[config.mk]
export PLATFORM = sky130hd
export DESIGN_NAME = led_blink_pattern_with_timer_bank_core
export DESIGN_NICKNAME = d
export VERILOG_FILES = /design/src/design/lbp_pkg.sv /design/src/design/lbp_timer_bank.sv /design/src/design/lbp_led_ctrl.sv /design/src/design/led_blink_pattern_with_timer_bank_core.sv
export VERILOG_INCLUDE_DIRS = /design/src /design/src/design
export SDC_FILE = /design/constraint.sdc
export NUM_CORES = 1
export LEC_CHECK = 0
export BUFFER_PORTS_ARGS = -buffer_cell sky130_fd_sc_hd__buf_2
export CAP_MARGIN = 20
export CORE_MARGIN = 2
export CORE_UTILIZATION = 50
export CTS_CLUSTER_SIZE = 28
export DETAILED_ROUTE_END_ITERATION = 10
export PLACE_DENSITY = 0.67
export SETUP_SLACK_MARGIN = 0.02
export SLEW_MARGIN = 20
export SYNTH_ARGS = -nofsm -noshare
export SYNTH_HDL_FRONTEND = slang
export SYNTH_HIERARCHICAL = 1
export SYNTH_SLANG_ARGS = --single-unit
export TNS_END_PERCENT = 1
[constraint.sdc]
create_clock -name clk -period 8.7 [get_ports clk]
set_input_delay 1.74 -clock clk [delete_from_list [all_inputs] [get_ports clk]]
set_output_delay 1.74 -clock clk [all_outputs]
set_load 0.005 [all_outputs]
[src/design/led_blink_pattern_with_timer_bank_core_macros.svh]
// Assertion helpers for the LED blink / timer bank block.
// Each macro takes a label, clock, reset, antecedent, consequent and message.
`ifndef LED_BLINK_PATTERN_WITH_TIMER_BANK_CORE_MACROS_SVH
`define LED_BLINK_PATTERN_WITH_TIMER_BANK_CORE_MACROS_SVH
`ifndef SYNTHESIS
// same-cycle implication
`define LBP_ASSERT_IMP(label, clk, rst, ante, cons, msg) \
  label: assert property (@(posedge clk) disable iff (rst) (ante) |-> (cons)) \
    else $error(msg);
// next-cycle implication
`define LBP_ASSERT_NXT(label, clk, rst, ante, cons, msg) \
  label: assert property (@(posedge clk) disable iff (rst) (ante) |=> (cons)) \
    else $error(msg);
`else
`define LBP_ASSERT_IMP(label, clk, rst, ante, cons, msg)
`define LBP_ASSERT_NXT(label, clk, rst, ante, cons, msg)
`endif
`endif

[src/design/lbp_pkg.sv]
`default_nettype none

package lbp_pkg;

  // timer bank size and the timer used by the action trigger
  localparam int NUM_TIMERS   = 10;
  localparam int ACTION_TIMER = 0;
  localparam int TIMER_IDX_W  = (NUM_TIMERS > 1) ? $clog2(NUM_TIMERS) : 1;
  localparam bit ACTION_VALID = (ACTION_TIMER < NUM_TIMERS);

  // fixed field widths
  localparam int TICK_W    = 16;
  localparam int MODE_W    = 3;
  localparam int INDEX_W   = 4;
  localparam int PATTERN_W = 3;
  localparam int CFG_IDX_W = 3;

  // item opcodes (6 and 7 do nothing)
  typedef enum logic [MODE_W-1:0] {
    MODE_TIMER_TICK  = 3'd0,
    MODE_LED_TICK    = 3'd1,
    MODE_SET_TIMER   = 3'd2,
    MODE_READ_TIMER  = 3'd3,
    MODE_SET_PATTERN = 3'd4,
    MODE_ACTION      = 3'd5
  } mode_t;

  // LED pattern codes
  typedef enum logic [PATTERN_W-1:0] {
    PAT_OFF     = 3'd0,
    PAT_ON      = 3'd1,
    PAT_SLOW    = 3'd2,
    PAT_FAST    = 3'd3,
    PAT_INVERSE = 3'd4
  } pattern_t;

  // configuration register indexes
  typedef enum logic [CFG_IDX_W-1:0] {
    REG_SLOW_ON     = 3'd0,
    REG_SLOW_OFF    = 3'd1,
    REG_FAST_ON     = 3'd2,
    REG_FAST_OFF    = 3'd3,
    REG_INVERSE_ON  = 3'd4,
    REG_INVERSE_OFF = 3'd5,
    REG_ACTION      = 3'd6
  } reg_idx_t;

  // register reset values
  localparam logic [TICK_W-1:0] RST_SLOW_ON     = 16'd50;
  localparam logic [TICK_W-1:0] RST_SLOW_OFF    = 16'd750;
  localparam logic [TICK_W-1:0] RST_FAST_ON     = 16'd50;
  localparam logic [TICK_W-1:0] RST_FAST_OFF    = 16'd50;
  localparam logic [TICK_W-1:0] RST_INVERSE_ON  = 16'd750;
  localparam logic [TICK_W-1:0] RST_INVERSE_OFF = 16'd50;
  localparam logic [TICK_W-1:0] RST_ACTION      = 16'd800;

  // configuration register file contents
  typedef struct packed {
    logic [TICK_W-1:0] slow_on;
    logic [TICK_W-1:0] slow_off;
    logic [TICK_W-1:0] fast_on;
    logic [TICK_W-1:0] fast_off;
    logic [TICK_W-1:0] inverse_on;
    logic [TICK_W-1:0] inverse_off;
    logic [TICK_W-1:0] action;
  } cfg_t;

  // decoded one-hot operation for the word being processed this cycle
  typedef struct packed {
    logic timer_tick;
    logic led_tick;
    logic set_timer;
    logic read_timer;
    logic set_pattern;
    logic action;
  } cmd_t;

endpackage

`default_nettype wire

[src/design/lbp_timer_bank.sv]
`default_nettype none
`include "led_blink_pattern_with_timer_bank_core_macros.svh"

module lbp_timer_bank (
  input  wire logic                          clk,
  input  wire logic                          rst,
  input  wire lbp_pkg::cmd_t                 cmd,
  input  wire logic [lbp_pkg::INDEX_W-1:0]   timer_index,
  input  wire logic [lbp_pkg::TICK_W-1:0]    timer_load,
  input  wire logic [lbp_pkg::TICK_W-1:0]    action_load,
  output logic      [lbp_pkg::TICK_W-1:0]    rd_value,
  output logic                               action_zero
);

  logic [lbp_pkg::TICK_W-1:0]      cnt      [lbp_pkg::NUM_TIMERS];
  logic [lbp_pkg::TICK_W-1:0]      cnt_next [lbp_pkg::NUM_TIMERS];
  logic [lbp_pkg::TIMER_IDX_W-1:0] idx;
  logic                            hit;

  assign idx = lbp_pkg::TIMER_IDX_W'(timer_index);
  assign hit = (32'(timer_index) < lbp_pkg::NUM_TIMERS);

  // all timers update in parallel: tick, single write, action load
  always_comb begin
    for (int i = 0; i < lbp_pkg::NUM_TIMERS; i++) begin
      cnt_next[i] = cnt[i];
      if (cmd.timer_tick && (cnt[i] != '0)) begin
        cnt_next[i] = cnt[i] - lbp_pkg::TICK_W'(1);
      end
      if (cmd.set_timer && hit && (idx == lbp_pkg::TIMER_IDX_W'(i))) begin
        cnt_next[i] = timer_load;
      end
      if (cmd.action && lbp_pkg::ACTION_VALID && (i == lbp_pkg::ACTION_TIMER)) begin
        cnt_next[i] = action_load;
      end
    end
  end

  always_ff @(posedge clk) begin
    for (int i = 0; i < lbp_pkg::NUM_TIMERS; i++) begin
      if (rst) begin
        cnt[i] <= '0;
      end else begin
        cnt[i] <= cnt_next[i];
      end
    end
  end

  // read port, zero when not a read or out of range
  assign rd_value = (cmd.read_timer && hit) ? cnt[idx] : '0;

  // action timer probe; a missing timer reads as zero
  generate
    if (lbp_pkg::ACTION_VALID) begin : g_act
      assign action_zero = (cnt[lbp_pkg::ACTION_TIMER] == '0);
    end else begin : g_noact
      assign action_zero = 1'b1;
    end
  endgenerate

  `LBP_ASSERT_IMP(a_rd_zero, clk, rst, !cmd.read_timer, rd_value == '0, "read data without read")
  `LBP_ASSERT_NXT(a_act_load, clk, rst, cmd.action && lbp_pkg::ACTION_VALID && (action_load != '0), !action_zero, "action timer not loaded")
  `LBP_ASSERT_NXT(a_tick_zero, clk, rst, cmd.timer_tick && action_zero, action_zero, "zero timer moved on tick")

endmodule

`default_nettype wire

[src/design/lbp_led_ctrl.sv]
`default_nettype none
`include "led_blink_pattern_with_timer_bank_core_macros.svh"

module lbp_led_ctrl (
  input  wire logic                           clk,
  input  wire logic                           rst,
  input  wire lbp_pkg::cmd_t                  cmd,
  input  wire logic [lbp_pkg::PATTERN_W-1:0]  pattern,
  input  wire lbp_pkg::cfg_t                  cfg,
  input  wire logic                           action_zero,
  output logic                                pin_next
);

  lbp_pkg::pattern_t          cur_pat, cur_pat_next;
  lbp_pkg::pattern_t          rem_pat, rem_pat_next;
  logic [lbp_pkg::TICK_W-1:0] led_cnt, led_cnt_next;
  logic                       act, act_next;
  logic                       pin;
  logic [lbp_pkg::TICK_W-1:0] on_t, off_t;

  // durations of the current blink pattern
  always_comb begin
    case (cur_pat)
      lbp_pkg::PAT_SLOW: begin
        on_t  = cfg.slow_on;
        off_t = cfg.slow_off;
      end
      lbp_pkg::PAT_FAST: begin
        on_t  = cfg.fast_on;
        off_t = cfg.fast_off;
      end
      default: begin
        on_t  = cfg.inverse_on;
        off_t = cfg.inverse_off;
      end
    endcase
  end

  // pattern state and LED next values
  always_comb begin
    cur_pat_next = cur_pat;
    rem_pat_next = rem_pat;
    led_cnt_next = led_cnt;
    act_next     = act;
    pin_next     = pin;
    if (cmd.led_tick) begin
      case (cur_pat)
        lbp_pkg::PAT_OFF: pin_next = 1'b1;
        lbp_pkg::PAT_ON:  pin_next = 1'b0;
        default: begin
          if (led_cnt != '0) begin
            led_cnt_next = led_cnt - lbp_pkg::TICK_W'(1);
          end else begin
            led_cnt_next = pin ? on_t : off_t;
            pin_next     = ~pin;
            // action over: go back to the remembered pattern
            if (act && action_zero) begin
              act_next     = 1'b0;
              led_cnt_next = '0;
              cur_pat_next = rem_pat;
            end
          end
        end
      endcase
    end
    if (cmd.set_pattern && (pattern <= lbp_pkg::PAT_INVERSE)) begin
      cur_pat_next = lbp_pkg::pattern_t'(pattern);
      if (pattern != lbp_pkg::PAT_FAST) begin
        rem_pat_next = lbp_pkg::pattern_t'(pattern);
      end
    end
    if (cmd.action) begin
      led_cnt_next = '0;
      act_next     = 1'b1;
      cur_pat_next = lbp_pkg::PAT_FAST;
    end
  end

  always_ff @(posedge clk) begin
    if (rst) begin
      cur_pat <= lbp_pkg::PAT_SLOW;
      rem_pat <= lbp_pkg::PAT_SLOW;
      led_cnt <= '0;
      act     <= 1'b0;
      pin     <= 1'b1;
    end else begin
      cur_pat <= cur_pat_next;
      rem_pat <= rem_pat_next;
      led_cnt <= led_cnt_next;
      act     <= act_next;
      pin     <= pin_next;
    end
  end

  `LBP_ASSERT_IMP(a_rem_not_fast, clk, rst, 1'b1, rem_pat != lbp_pkg::PAT_FAST, "fast blink remembered")
  `LBP_ASSERT_NXT(a_off_dark, clk, rst, cmd.led_tick && (cur_pat == lbp_pkg::PAT_OFF), pin, "off pattern lit the LED")
  `LBP_ASSERT_NXT(a_action_fast, clk, rst, cmd.action, act && (cur_pat == lbp_pkg::PAT_FAST) && (led_cnt == '0), "action did not force fast blink")

endmodule

`default_nettype wire

[src/design/led_blink_pattern_with_timer_bank_core.sv]
// Channel | Direction | Handshake              | Payload
// in      | input     | in_valid / in_stall    | mode, timer_index, timer_load, pattern
// out     | output    | out_valid / out_stall  | led_pin, read_value
// cfg     | input     | cfg_valid / cfg_ready  | cfg_index, cfg_data
//
// One word per cycle sustained while out_stall is low; each word passes the input register,
// then the single combinational pass over timers and LED state into the result register.
// Reset (rst, synchronous) clears all timers, LED state and loads register defaults.
// out_stall holds the result register; the input register keeps accepting while
// it drains, and in_stall rises only when both registers are full and blocked.
// cfg_ready is always high.
`default_nettype none
`include "led_blink_pattern_with_timer_bank_core_macros.svh"

module led_blink_pattern_with_timer_bank_core (
  input  wire logic                             clk,
  input  wire logic                             rst,
  input  wire logic                             in_valid,
  output logic                                  in_stall,
  input  wire logic [lbp_pkg::MODE_W-1:0]       mode,
  input  wire logic [lbp_pkg::INDEX_W-1:0]      timer_index,
  input  wire logic [lbp_pkg::TICK_W-1:0]       timer_load,
  input  wire logic [lbp_pkg::PATTERN_W-1:0]    pattern,
  output logic                                  out_valid,
  input  wire logic                             out_stall,
  output logic                                  led_pin,
  output logic      [lbp_pkg::TICK_W-1:0]       read_value,
  input  wire logic                             cfg_valid,
  output logic                                  cfg_ready,
  input  wire logic [lbp_pkg::CFG_IDX_W-1:0]    cfg_index,
  input  wire logic [lbp_pkg::TICK_W-1:0]       cfg_data
);

  lbp_pkg::cfg_t                  cfg;
  lbp_pkg::cmd_t                  cmd;
  logic                           s1_valid;
  logic [lbp_pkg::MODE_W-1:0]     s1_mode;
  logic [lbp_pkg::INDEX_W-1:0]    s1_index;
  logic [lbp_pkg::TICK_W-1:0]     s1_load;
  logic [lbp_pkg::PATTERN_W-1:0]  s1_pattern;
  logic                           advance;
  logic                           in_take;
  logic                           pin_next;
  logic                           action_zero;
  logic [lbp_pkg::TICK_W-1:0]     rd_value;

  // configuration registers
  assign cfg_ready = 1'b1;

  always_ff @(posedge clk) begin
    if (rst) begin
      cfg.slow_on     <= lbp_pkg::RST_SLOW_ON;
      cfg.slow_off    <= lbp_pkg::RST_SLOW_OFF;
      cfg.fast_on     <= lbp_pkg::RST_FAST_ON;
      cfg.fast_off    <= lbp_pkg::RST_FAST_OFF;
      cfg.inverse_on  <= lbp_pkg::RST_INVERSE_ON;
      cfg.inverse_off <= lbp_pkg::RST_INVERSE_OFF;
      cfg.action      <= lbp_pkg::RST_ACTION;
    end else if (cfg_valid && cfg_ready) begin
      case (cfg_index)
        lbp_pkg::REG_SLOW_ON:     cfg.slow_on     <= cfg_data;
        lbp_pkg::REG_SLOW_OFF:    cfg.slow_off    <= cfg_data;
        lbp_pkg::REG_FAST_ON:     cfg.fast_on     <= cfg_data;
        lbp_pkg::REG_FAST_OFF:    cfg.fast_off    <= cfg_data;
        lbp_pkg::REG_INVERSE_ON:  cfg.inverse_on  <= cfg_data;
        lbp_pkg::REG_INVERSE_OFF: cfg.inverse_off <= cfg_data;
        lbp_pkg::REG_ACTION:      cfg.action      <= cfg_data;
        default: ;
      endcase
    end
  end

  // stage handshake: process when the result register can take a word
  assign advance  = s1_valid && (!out_valid || !out_stall);
  assign in_stall = s1_valid && !advance;
  assign in_take  = in_valid && !in_stall;

  // input register
  always_ff @(posedge clk) begin
    if (rst) begin
      s1_valid <= 1'b0;
    end else if (in_take || advance) begin
      s1_valid <= in_take;
    end
  end

  always_ff @(posedge clk) begin
    if (in_take) begin
      s1_mode    <= mode;
      s1_index   <= timer_index;
      s1_load    <= timer_load;
      s1_pattern <= pattern;
    end
  end

  // opcode decode, only on the cycle the word is processed
  always_comb begin
    cmd = '0;
    if (advance) begin
      case (s1_mode)
        lbp_pkg::MODE_TIMER_TICK:  cmd.timer_tick  = 1'b1;
        lbp_pkg::MODE_LED_TICK:    cmd.led_tick    = 1'b1;
        lbp_pkg::MODE_SET_TIMER:   cmd.set_timer   = 1'b1;
        lbp_pkg::MODE_READ_TIMER:  cmd.read_timer  = 1'b1;
        lbp_pkg::MODE_SET_PATTERN: cmd.set_pattern = 1'b1;
        lbp_pkg::MODE_ACTION:      cmd.action      = 1'b1;
        default: ;
      endcase
    end
  end

  lbp_timer_bank u_timers (
    .clk         (clk),
    .rst         (rst),
    .cmd         (cmd),
    .timer_index (s1_index),
    .timer_load  (s1_load),
    .action_load (cfg.action),
    .rd_value    (rd_value),
    .action_zero (action_zero)
  );

  lbp_led_ctrl u_led (
    .clk         (clk),
    .rst         (rst),
    .cmd         (cmd),
    .pattern     (s1_pattern),
    .cfg         (cfg),
    .action_zero (action_zero),
    .pin_next    (pin_next)
  );

  // result register
  always_ff @(posedge clk) begin
    if (rst) begin
      out_valid <= 1'b0;
    end else if (advance || !out_stall) begin
      out_valid <= advance;
    end
  end

  always_ff @(posedge clk) begin
    if (advance) begin
      led_pin    <= pin_next;
      read_value <= rd_value;
    end
  end

  `LBP_ASSERT_NXT(a_adv_out, clk, rst, advance, out_valid, "processed word lost")
  `LBP_ASSERT_IMP(a_stall_full, clk, rst, in_stall, s1_valid && out_valid && out_stall, "stall without full pipe")
  `LBP_ASSERT_NXT(a_take_s1, clk, rst, in_take, s1_valid, "accepted word not held")

endmodule

`default_nettype wire

==> metrics.md <==
| Metric | Value |
|---|---|
| Status | `complete, no violations` |
| Post-synthesis cell area | `18830 um^2` |
| Placed insts | `2480` |
| CTS Hold Bufs | `0` |
| GRT Resource Usage Total | `0.2815` |
| Worst Path Arrival | `5460 ps` |
| Hold Crit Class | `flip-flop to flip-flop` |
| Gate Count Post-Synth | `2032` |
| Total die area | `39240 um^2` |
| Commonest non-fill, non-tap cell in the layout | `dfxtp_1` |
| NetSw | `0.9033 mW` |
| Die Y | `198.1 um` |
| Vias per cell | `6.211` |
| Clock share of power | `0.458` |
| Cells on worst reg2reg path | `8` |
| Starting Density | `0.5036` |
| Net switching share of the total power | `0.2503` |
| TNS Setup | `0 ps` |
| Tcrit/Tclk final | `0.5742` |
| GPL Wtd Cong | `0.9682` |
| VDD IR max | `0.0001613 V` |
| Max-slew violations | `0` |
| Rel. slew slack | `0.2677` |
| Share of cells above drive strength 1 | `0.1235` |
| Routed WL | `54930 um` |
| Critical path endpoint category | `flip-flop` |
| Drc violations | `0` |
| FF-to-FF End | `u_timers/cnt[0][8]` |
| Critical Path Max Stage Delay | `790 ps` |
| Commonest cells after routing, fill and taps aside | `dfxtp_1, nor2_1, a211oi_1` |
| Cell taking the most area after synthesis | `dfxtp_1` |
| Hold Fails Final Rpt | `0` |
| Fmax | `200.2 MHz` |
| Area used by multi-input combinational logic | `10840 um^2` |
| Placeable Area | `37400 um^2` |
| Fill cells | `3321` |
| Setup Fix Bufs, Post-CTS | `0` |
| CTS resizes | `0` |
| Worst skew pair latency | `570 ps` |
| Nets | `2081` |
| Syn avg cell area | `9.269 um^2` |
| Hold path cells | `2` |
| Initial antenna violation count | `0` |
| Crit Path Class | `input pin to flip-flop` |
| Drt initial violations | `1345` |
| Width of the die | `198.1 um` |
| Worst Hold End | `cfg[67]` |
| Worst hold slack | `474.5 ps` |
| Area contributors post-synth | `dfxtp_1, mux2i_1, edfxtp_1, a211oi_1, nor2_1` |
| CP Data Required Time | `9160 ps` |
| Syn nets | `2103` |
| Reg clk slew, reported paths | `60 ps` |
| RSZ-0062 raised after global routing | `false` |
| Max Root-Sink Buffers | `3` |
| Vias in the first global route | `15010` |
| Syn-to-layout area delta | `9.666%` |
| Final min period | `4996 ps` |
| Cell Pwr Density | `174.7 nW/um^2` |
| Critical Path Fanout Max | `22` |
| CTS tree | `yes` |
| Finished Layout Cells | `2551` |
| Root buf cell | `clkbuf_16` |
| Final setup viols | `0` |
| Internal power | `2.705 mW` |
| CTS Sinks | `341` |
| R2R Setup Slk | `4640 ps` |
| Ys flop type | `dfxtp_1` |
| Async SR Flop Fraction | `0` |
| Hold Startpoint | `cfg[67]` |
| FF+latch area | `7258 um^2` |
| Vias | `15840` |
| Worst R2R Start | `s1_valid` |
| Yosys warns | `6` |
| Max-capacitance violation count | `0` |
| Pin count of the biggest net entering global routing | `128` |
| Logic pwr share | `0.079` |
| Post-synth EDFFs | `43` |
| Clock skew | `21.87 ps` |
| Wire per inst | `21.53 um` |
| ANT cells | `0` |
| TritonRoute pass-1 iters | `8` |
| Global-route wire length before repair | `85630 um` |
| Distinct cells, synth | `88` |
| Leak | `7.601 nW` |
| Antenna Nets Post-Route | `0` |
| CTS buffer count | `39` |
| Placed wire-length estimate | `36300 um` |
| Worst path slowest cell | `a32oi_1` |
| Synth top area share | `0.3167` |
| IO Pins | `70` |
| Row count | `71` |
| Seq/Total Area, Yosys | `0.3853` |
| Flop pwr share | `0.463` |
| Crit-path cells | `buf_2 -> a21bo_2 -> nor4b_1 -> nor3b_2 -> nand2_1 -> a32oi_1 -> buf_4 -> nor2_1 -> a211oi_1` |
| H-Tree Depth | `2` |
| WP buf/inv | `2` |
| Total chip power | `3.609 mW` |
| Synthesized flop and latch total | `341` |
| Total gr overflow | `0` |
| Cell family with most CP delay | `simple AND/OR/NAND/NOR gates` |
| Slew @ Worst Pin | `1096 ps` |
| Startpoint types | `input pin` |
| PortBufs | `68` |
[routing by layer]
metal	global-route usage	vias to the layer above	wire length (um)
li1	-	7472	-
met1	0.3657	7609	23150
met2	0.4610	598	25380
met3	0.04565	165	3657
met4	0.1281	0	2746
met5	0	-	0
[final cells by class]
| cell class | count | area share |
|---|---|---|
| repair buffers | 91 | 0.02526 |
| well taps | 511 | 0.03095 |
| inverters | 35 | 0.006361 |
| flip-flops and latches | 341 | 0.3514 |
| clock buffers | 57 | 0.05343 |
| clock inverters | 14 | 0.007996 |
| multi-input cells | 1502 | 0.5246 |
[registers in the layout (all words and copies together) (netlist names)]
register       cells
cfg              112
led_pin            1
out_valid          1
read_value        16
s1_index           4
s1_load           16
s1_mode            3
s1_pattern         3
s1_valid           1
u_led/act          1
u_led/cur_pat      3
u_led/led_cnt     16
u_led/pin          1
u_led/rem_pat      3
u_timers/cnt     160
[through the flow]
stage / util / setup WS, ps / cell area, um^2
6_report: 0.5523 / 3704 / 20650
5_1_grt: 0.5523 / 3447 / 20650
4_1_cts: 0.5520 / 3840 / 20640
3_5_place_dp: 0.5181 / 3275 / 19380
3_3_place_gp: 0.5181 / 3425 / 19380
2_1_floorplan: - / 4634 / 18830
[synth_stat cells (11+ instances only)]
master and instances:
or3_1 17, nor4b_1 13, nor3_1 46, or4_1 21, mux2i_1 147, a211oi_1 167
xor2_1 39, nand2b_1 104, dfxtp_1 298, o21ai_0 36, xnor2_1 75, ha_1 21
edfxtp_1 43, nor2_1 259, buf_1 14, clkbuf_1 110, nor2b_1 24, nand3_1 47
nor4_1 46, nand4b_1 11, nand2_1 98, a311oi_1 26, mux2_2 21, a21oi_1 55
inv_1 35, o211ai_1 21, mux4_2 41, nand4_1 19, buf_2 25
[worst register-to-register path, cell delays in order (launching register included)]
cell      delay (ps)
dfxtp_1          340
a21bo_2          290
nor4b_1          680
nor3b_2          630
nand2_1          550
a32oi_1          790
buf_4            360
nor2_1            80
a211oi_1         250
[power by group through the flow]
stage	Clock, mW	Sequential [mW]	Combinational, mW
floorplan	0	1.67	0.214
global placement	0	1.70	0.276
detailed placement	0	1.70	0.280
CTS	1.68	1.67	0.281
global route	1.75	1.67	0.307
finish	1.65	1.67	0.284
[kinds of logic (layout without fill, tap and decap cells)]
| kind of cell | count (synthesis) | count (layout) | synth area share |
|---|---|---|---|
| simple gates | 777 | 777 | 0.2200 |
| compound gates | 379 | 379 | 0.1454 |
| flops | 341 | 341 | 0.3853 |
| mux | 210 | 210 | 0.1411 |
| buf+inv | 189 | 197 | 0.04105 |
| xor+xnor | 114 | 114 | 0.05301 |
| fa+ha+maj | 21 | 21 | 0.01395 |
| other cells | 1 | 1 | 0.0001991 |
[how the worst max path moves through the flow]
stage,from,to,slack (ps),cells after the start
final,out_stall,u_timers/cnt[0][8],3700,9
after floorplan,out_stall,u_timers/cnt[0][0],4630,8
after CTS,out_stall,u_timers/cnt[0][8],3840,9
after global placement,out_stall,u_timers/cnt[0][0],3430,9
after detailed placement,out_stall,u_timers/cnt[0][0],3280,9
after global routing,out_stall,u_timers/cnt[0][9],3450,9
Power figures use the tool's default switching activity.
